`config.mk`:
```
export PLATFORM = sky130hd
export DESIGN_NAME = signed_int_to_decimal_text
export DESIGN_NICKNAME = d
export VERILOG_FILES = /design/src/design/sidt_pkg.sv /design/src/design/signed_int_to_decimal_text.sv /design/src/design/sidt_datapath.sv /design/src/design/sidt_ctrl.sv
export SDC_FILE = /design/constraint.sdc
export NUM_CORES = 1
export LEC_CHECK = 0
export BUFFER_PORTS_ARGS = -buffer_cell sky130_fd_sc_hd__buf_2
export CELL_PAD_IN_SITES_DETAIL_PLACEMENT = 0
export CELL_PAD_IN_SITES_GLOBAL_PLACEMENT = 1
export CORE_UTILIZATION = 25
export DETAILED_ROUTE_END_ITERATION = 8
export GPL_ROUTABILITY_DRIVEN = 0
export GPL_TIMING_DRIVEN = 0
export PLACE_DENSITY = 0.5
export SLEW_MARGIN = 30
export SYNTH_ARGS = -nofsm -noshare
export SYNTH_HDL_FRONTEND = slang
export SYNTH_SLANG_ARGS = --single-unit
```
`constraint.sdc`:
```
create_clock -name i_clk -period 2.55 [get_ports i_clk]
set_input_delay 0.1275 -clock i_clk [delete_from_list [all_inputs] [get_ports i_clk]]
set_output_delay 0.1275 -clock i_clk [all_outputs]
set_load 0.05 [all_outputs]
```
`src/design/sidt_pkg.sv`:
```
// shared types and constants for the signed integer to decimal text block
package sidt_pkg;

    localparam int unsigned DIGIT_W = 4;

    localparam logic [6:0] CHAR_ZERO  = 7'd48;
    localparam logic [6:0] CHAR_MINUS = 7'd45;
    localparam logic [3:0] DIGIT_FIVE  = 4'd5;
    localparam logic [3:0] DIGIT_THREE = 4'd3;

    typedef enum logic [2:0] {
        ST_IDLE,
        ST_CONV,
        ST_STRIP,
        ST_SIGN,
        ST_DIGIT
    } t_state;

    typedef struct packed {
        logic load;
        logic step;
        logic shift_digit;
        logic sel_minus;
    } t_cmd;

    typedef struct packed {
        logic neg;
        logic conv_done;
        logic top_zero;
        logic one_left;
    } t_status;

endpackage

```
`src/design/signed_int_to_decimal_text.sv`:
```
// top level: signed integer to decimal ascii text converter
//
//  channel  direction  handshake                  payload
//  in       input      i_in_valid / o_in_ready    i_value
//  out      output     o_out_valid / i_out_ready  o_char_code, o_last
//
// one value at a time: a load, VALUE_BITS double-dabble steps, then one strip
// step per leading zero digit dropped plus one to leave the strip, then one
// character per cycle when the output side is ready (up to 11 at 32 bits).
// the shift-and-add-3 step runs over the bcd register once per bit of the value.
// reset is synchronous, active low, and returns the controller to idle.
// a stalled output holds the current character; no new value is taken until
// the final character of the current one has been taken.
module signed_int_to_decimal_text #(
    parameter int VALUE_BITS = 32
) (
    input  logic                         i_clk,
    input  logic                         i_rst_n,
    input  logic                         i_in_valid,
    output logic                         o_in_ready,
    input  logic signed [VALUE_BITS-1:0] i_value,
    output logic                         o_out_valid,
    input  logic                         i_out_ready,
    output logic [6:0]                   o_char_code,
    output logic                         o_last
);

    sidt_pkg::t_cmd    w_cmd;
    sidt_pkg::t_status w_status;

    sidt_ctrl u_ctrl (
        .i_clk       (i_clk),
        .i_rst_n     (i_rst_n),
        .i_in_valid  (i_in_valid),
        .o_in_ready  (o_in_ready),
        .o_out_valid (o_out_valid),
        .i_out_ready (i_out_ready),
        .i_status    (w_status),
        .o_cmd       (w_cmd)
    );

    sidt_datapath #(
        .VALUE_BITS (VALUE_BITS)
    ) u_datapath (
        .i_clk       (i_clk),
        .i_value     (i_value),
        .i_cmd       (w_cmd),
        .o_status    (w_status),
        .o_char_code (o_char_code),
        .o_last      (o_last)
    );

endmodule

```
`src/design/sidt_datapath.sv`:
```
// magnitude register, double-dabble bcd register and character output logic
module sidt_datapath #(
    parameter int VALUE_BITS = 32
) (
    input  logic                         i_clk,
    input  logic signed [VALUE_BITS-1:0] i_value,
    input  sidt_pkg::t_cmd               i_cmd,
    output sidt_pkg::t_status            o_status,
    output logic [6:0]                   o_char_code,
    output logic                         o_last
);

    localparam int NDIG   = (VALUE_BITS * 3) / 10 + 1;
    localparam int BCD_W  = NDIG * sidt_pkg::DIGIT_W;
    localparam int CNT_W  = $clog2(VALUE_BITS);
    localparam int LEFT_W = $clog2(NDIG + 1);

    logic [VALUE_BITS-1:0] r_mag, n_mag;
    logic [BCD_W-1:0]      r_bcd, n_bcd;
    logic [CNT_W-1:0]      r_cnt, n_cnt;
    logic [LEFT_W-1:0]     r_left, n_left;
    logic                  r_neg, n_neg;

    logic [VALUE_BITS-1:0] w_raw;
    logic [VALUE_BITS-1:0] w_abs;
    logic [BCD_W-1:0]      w_adj;
    logic [3:0]            w_top;

    assign w_raw = i_value;
    assign w_abs = w_raw[VALUE_BITS-1] ? (~w_raw + 1'b1) : w_raw;
    assign w_top = r_bcd[BCD_W-1 -: sidt_pkg::DIGIT_W];

    // add three to every digit of five or more before the shift
    always_comb begin
        w_adj = r_bcd;
        for (int d = 0; d < NDIG; d++) begin
            if (r_bcd[d*sidt_pkg::DIGIT_W +: sidt_pkg::DIGIT_W] >= sidt_pkg::DIGIT_FIVE) begin
                w_adj[d*sidt_pkg::DIGIT_W +: sidt_pkg::DIGIT_W] =
                    r_bcd[d*sidt_pkg::DIGIT_W +: sidt_pkg::DIGIT_W] + sidt_pkg::DIGIT_THREE;
            end
        end
    end

    always_comb begin
        n_mag  = r_mag;
        n_bcd  = r_bcd;
        n_cnt  = r_cnt;
        n_left = r_left;
        n_neg  = r_neg;
        if (i_cmd.load) begin
            n_mag  = w_abs;
            n_bcd  = '0;
            n_cnt  = '0;
            n_left = LEFT_W'(NDIG);
            n_neg  = w_raw[VALUE_BITS-1];
        end else if (i_cmd.step) begin
            n_bcd = {w_adj[BCD_W-2:0], r_mag[VALUE_BITS-1]};
            n_mag = {r_mag[VALUE_BITS-2:0], 1'b0};
            n_cnt = r_cnt + 1'b1;
        end else if (i_cmd.shift_digit) begin
            n_bcd  = {r_bcd[BCD_W-sidt_pkg::DIGIT_W-1:0], {sidt_pkg::DIGIT_W{1'b0}}};
            n_left = r_left - 1'b1;
        end
    end

    always_ff @(posedge i_clk) begin
        r_mag  <= n_mag;
        r_bcd  <= n_bcd;
        r_cnt  <= n_cnt;
        r_left <= n_left;
        r_neg  <= n_neg;
    end

    assign o_status.neg       = r_neg;
    assign o_status.conv_done = (r_cnt == CNT_W'(VALUE_BITS - 1));
    assign o_status.top_zero  = (w_top == '0);
    assign o_status.one_left  = (r_left == LEFT_W'(1));

    assign o_char_code = i_cmd.sel_minus ? sidt_pkg::CHAR_MINUS
                                         : (sidt_pkg::CHAR_ZERO + {3'b000, w_top});
    assign o_last      = !i_cmd.sel_minus && o_status.one_left;

endmodule

```
`src/design/sidt_ctrl.sv`:
```
// controller state machine: load, convert, strip leading zeros, emit characters
module sidt_ctrl (
    input  logic              i_clk,
    input  logic              i_rst_n,
    input  logic              i_in_valid,
    output logic              o_in_ready,
    output logic              o_out_valid,
    input  logic              i_out_ready,
    input  sidt_pkg::t_status i_status,
    output sidt_pkg::t_cmd    o_cmd
);

    sidt_pkg::t_state r_state, n_state;

    always_ff @(posedge i_clk) begin
        if (!i_rst_n) begin
            r_state <= sidt_pkg::ST_IDLE;
        end else begin
            r_state <= n_state;
        end
    end

    always_comb begin
        n_state     = r_state;
        o_in_ready  = 1'b0;
        o_out_valid = 1'b0;
        o_cmd       = '0;
        unique case (r_state)
            sidt_pkg::ST_IDLE: begin
                o_in_ready = 1'b1;
                if (i_in_valid) begin
                    o_cmd.load = 1'b1;
                    n_state    = sidt_pkg::ST_CONV;
                end
            end
            sidt_pkg::ST_CONV: begin
                o_cmd.step = 1'b1;
                if (i_status.conv_done) begin
                    n_state = sidt_pkg::ST_STRIP;
                end
            end
            sidt_pkg::ST_STRIP: begin
                // drop leading zero digits, always keep the last one
                if (i_status.top_zero && !i_status.one_left) begin
                    o_cmd.shift_digit = 1'b1;
                end else if (i_status.neg) begin
                    n_state = sidt_pkg::ST_SIGN;
                end else begin
                    n_state = sidt_pkg::ST_DIGIT;
                end
            end
            sidt_pkg::ST_SIGN: begin
                o_out_valid     = 1'b1;
                o_cmd.sel_minus = 1'b1;
                if (i_out_ready) begin
                    n_state = sidt_pkg::ST_DIGIT;
                end
            end
            sidt_pkg::ST_DIGIT: begin
                o_out_valid = 1'b1;
                if (i_out_ready) begin
                    o_cmd.shift_digit = 1'b1;
                    if (i_status.one_left) begin
                        n_state = sidt_pkg::ST_IDLE;
                    end
                end
            end
            default: begin
                n_state = sidt_pkg::ST_IDLE;
            end
        endcase
    end

    a_load_starts_conv: assert property (@(posedge i_clk) disable iff (!i_rst_n)
        (i_in_valid && o_in_ready) |=> (r_state == sidt_pkg::ST_CONV))
        else $error("accepted transaction did not start conversion");

    a_conv_to_strip: assert property (@(posedge i_clk) disable iff (!i_rst_n)
        (r_state == sidt_pkg::ST_CONV && i_status.conv_done) |=>
            (r_state == sidt_pkg::ST_STRIP))
        else $error("conversion did not end after its last step");

    a_sign_only_negative: assert property (@(posedge i_clk) disable iff (!i_rst_n)
        (r_state == sidt_pkg::ST_SIGN) |-> i_status.neg)
        else $error("minus sign emitted for non-negative value");

    a_no_overlap: assert property (@(posedge i_clk) disable iff (!i_rst_n)
        !(o_in_ready && o_out_valid))
        else $error("input accepted while characters still pending");

    a_last_returns_idle: assert property (@(posedge i_clk) disable iff (!i_rst_n)
        (r_state == sidt_pkg::ST_DIGIT && i_out_ready && i_status.one_left) |=>
            (r_state == sidt_pkg::ST_IDLE))
        else $error("block did not return to idle after final character");

endmodule

```
==> flow_summary_export.csv <==
group,metric,value,unit
yosys,synth_edf_count,33,
yosys,syn_nets,684,
yosys,synth_ff_type,"dfxtp_1",
cts,clockRootBuffer,"clkbuf_16",
timing,fin_crit_sh,87.1,%
detailed_routing,drtIter0Drc,213,
pwr,power_density,831,nW/um^2
timing,fmax,450,MHz
yosys,synth.area.top_cells,"dfxtp_1 (20%), edfxtp_1 (19%), nand2_1 (8.5%)",
final_layout,fillers,2225,
grt,grt_pass1_wl,24600,um
yosys,ys_ff_latch,85,
timing,skew,0.0123,ns
setup_path,cp-end-kind,"flip-flop",
setup_path,worstPathMaxFanout,32,
yosys,async_reset_ff_share,0,%
run,maxCapViolCount,0,
yosys,avgSynthCellArea,8.53,um^2
yosys,yosysSeqAreaShare,38.3,%
floorplanning,dieArea,21800,um^2
final_layout,layout-drive-gt1-share,13.4,%
pwr,p_leak,2.37,nW
yosys,synth_top_area_cell,"dfxtp_1",
detailed_routing,first_pass_iters,5,
setup_path,required,2.57,ns
setup_path,crit_top_cell,"clkbuf_1",
setup_path,r2r_setup_slack,0.33,ns
cts,postCtsSetupBuffers,0,
floorplanning,dieWidth,148,um
pwr,finalPower,5.12,mW
timing,setup_viol,0,
placement,place_ws,-0.0746,ns
yosys,ys_warn_count,0,
floorplanning,ios,46,
timing,slew_violations,0,
yosys,synth_top_area_share,19.6,%
grt,grt_usage,14.6,%
timing,setup_slack,0.329,ns
detailed_routing,drt_wl_total,15100,um
final_layout,postLayoutCellArea,6160,um^2
setup_path,cpPeakStageDelay,0.48,ns
timing,rsz0062_at_grt,"false",
cts,clk_latency,0.35,ns
setup_path,path_cells,"clkbuf_1 > nand2_1 > clkbuf_1 > nand2_8",
cts,cts.path.max_buffers,2,
final_layout,antenna_cells,0,
setup_path,cp.arrival,2.24,ns
cts,tritoncts,"yes",
yosys,syn-cell-area,5310,um^2
final_layout,synthToLayoutAreaGrowth,16.1,%
setup_path,startpoint_type,"flip-flop",
grt,grt_pass1_vias,4499,
placement,dp_cells,935,
grt,grt_max_degree,33,
floorplanning,core_area,20500,um^2
status,status,"finished, final reports clean",
placement,place_area,5870,um^2
timing,slew_headroom,43.9,%
worst_hold_path,worstHoldPathType,"primary input to flip-flop",
floorplanning,num_rows,52,
detailed_routing,viasPerCell,4.79,
setup_path,path_class,"flip-flop to flip-flop",
final_layout,final_util,30.1,%
cts,clock_sinks,85,
cts,holdBufCountCts,0,
floorplanning,die_h,148,um
detailed_routing,drc,0,
yosys,synth.distinct_cells,58,
detailed_routing,vias,4559,
detailed_routing,ant_nets,0,
timing,hold_viol,0,
floorplanning,start_util,25.9,%
final_layout,nNetsFinal,738,
placement,port_buffers,43,
timing,fin_crit,2.22,ns
grt,antenna_found_initial,0,
grt,grt.overflow.total,0,
final_layout,final_common_cell,"nand2_1",
placement,hpwl,10800,um
setup_path,crit_slowest_cell,"dfxtp_1",
yosys,synth_cells,622,
detailed_routing,wl_per_cell,15.9,um
pwr,vdd_drop_max,0.365,mV
cts,cts_made_buffers,9,
final_layout,final_cells,951,
final_layout,final_cell_mix,"nand2_1 (119), buf_2 (54), dfxtp_1 (52)",
cts,cts.clk_slew.worst_paths,0.06,ns
timing,worst_pin_slew,0.834,ns
cts,htreeDepth,3,
==> area by class of cell <==
class | count | area, um^2 | share of cell area [%]
Sequential cell | 85 | 2030 | 33.0
Tap cell | 270 | 338 | 5.48
Timing Repair Buffer | 43 | 215 | 3.49
Clock buffer | 13 | 260 | 4.22
Clock inverter | 3 | 20.0 | 0.325
Inverter | 29 | 109 | 1.77
Buffer | 33 | 185 | 3.01
Multi-Input combinational cell | 475 | 3000 | 48.7
==> critical path: cells and delay by family (launching register included) <==
family | cells | cell delay [ns]
buf+inv | 2 | 0.75
flops | 1 | 0.48
simple gates | 2 | 0.64
==> cell usage after synthesis, types with 2 or more instances <==
cell type and instances:
a21o_1 10, a21oi_1 37, a221oi_1 9, a22oi_1 19, a32oi_1 9, and3_1 2, buf_1 2, buf_2 11
buf_4 2, buf_6 4, clkbuf_1 13, conb_1 2, dfxtp_1 52, edfxtp_1 33, ha_1 26, inv_1 28
mux2i_1 2, nand2_1 120, nand2b_1 21, nand3_1 8, nand3b_1 3, nand4_1 4, nor2_1 28, nor2b_1 5
nor3_1 7, nor4_1 5, o211ai_1 12, o21ai_0 51, o21ai_1 12, o21bai_1 2, o31ai_1 9, o41ai_1 2
o41ai_2 3, or3_1 4, xnor2_1 15, xor2_1 28
==> flip-flops by register name, indices dropped and copies added (netlist names) <==
signal             flops
u_datapath.r_cnt       5
u_datapath.r_neg       1
u_datapath.r_bcd      40
u_datapath.r_mag      32
u_datapath.r_left      4
u_ctrl.r_state         3
==> stage by stage <==
step                      hold WS, ns  setup TNS (ns)
after floorplan                 0.226               0
after global placement          0.412           -1.41
after detailed placement        0.431           -2.29
after CTS                      0.0588               0
after global routing           0.0699               0
final                          0.0751               0
==> worst paths after layout <==
check | start | end | cells past startpoint
max reg2reg | u_ctrl.r_state[0]$_SDFFE_PN0P_ | u_datapath.r_mag[7]$_DFFE_PP_ | 4
min | i_rst_n | u_ctrl.r_state[2]$_SDFFE_PN0P_ | 2
max | u_ctrl.r_state[0]$_SDFFE_PN0P_ | u_datapath.r_mag[7]$_DFFE_PP_ | 4
min reg2reg | u_datapath.r_cnt[4]$_SDFFE_PP0P_ | u_datapath.r_cnt[4]$_SDFFE_PP0P_ | 2
==> layer usage <==
metal | wire length [um] | track usage (%)
met5 | 0 | 0
met4 | 182 | 4.33
met3 | 536 | 2.59
met2 | 7210 | 24.7
met1 | 7180 | 18.9
==> power breakdown <==
| group | switching [mW] | internal, mW |
|---|---|---|
| Sequential | 0.141 | 1.90 |
| Combinational | 1.31 | 0.491 |
| Clock | 0.567 | 0.716 |
| Total | 2.02 | 3.10 |
==> cell families after synthesis <==
logic type,synth area share (%)
fa+ha+maj,6.13
mux,0.377
simple gates,20.8
compound gates,21.7
other cells,0.141
xor+xnor,7.10
buf+inv,5.54
flops,38.3
==> what timing repair did <==
item | CTS | global route
endpoints found under the setup margin | 32 | 32
cloned | 0 | 0
resized for setup | 1 | 1
No activity file was read; power rests on OpenSTA's default activity.
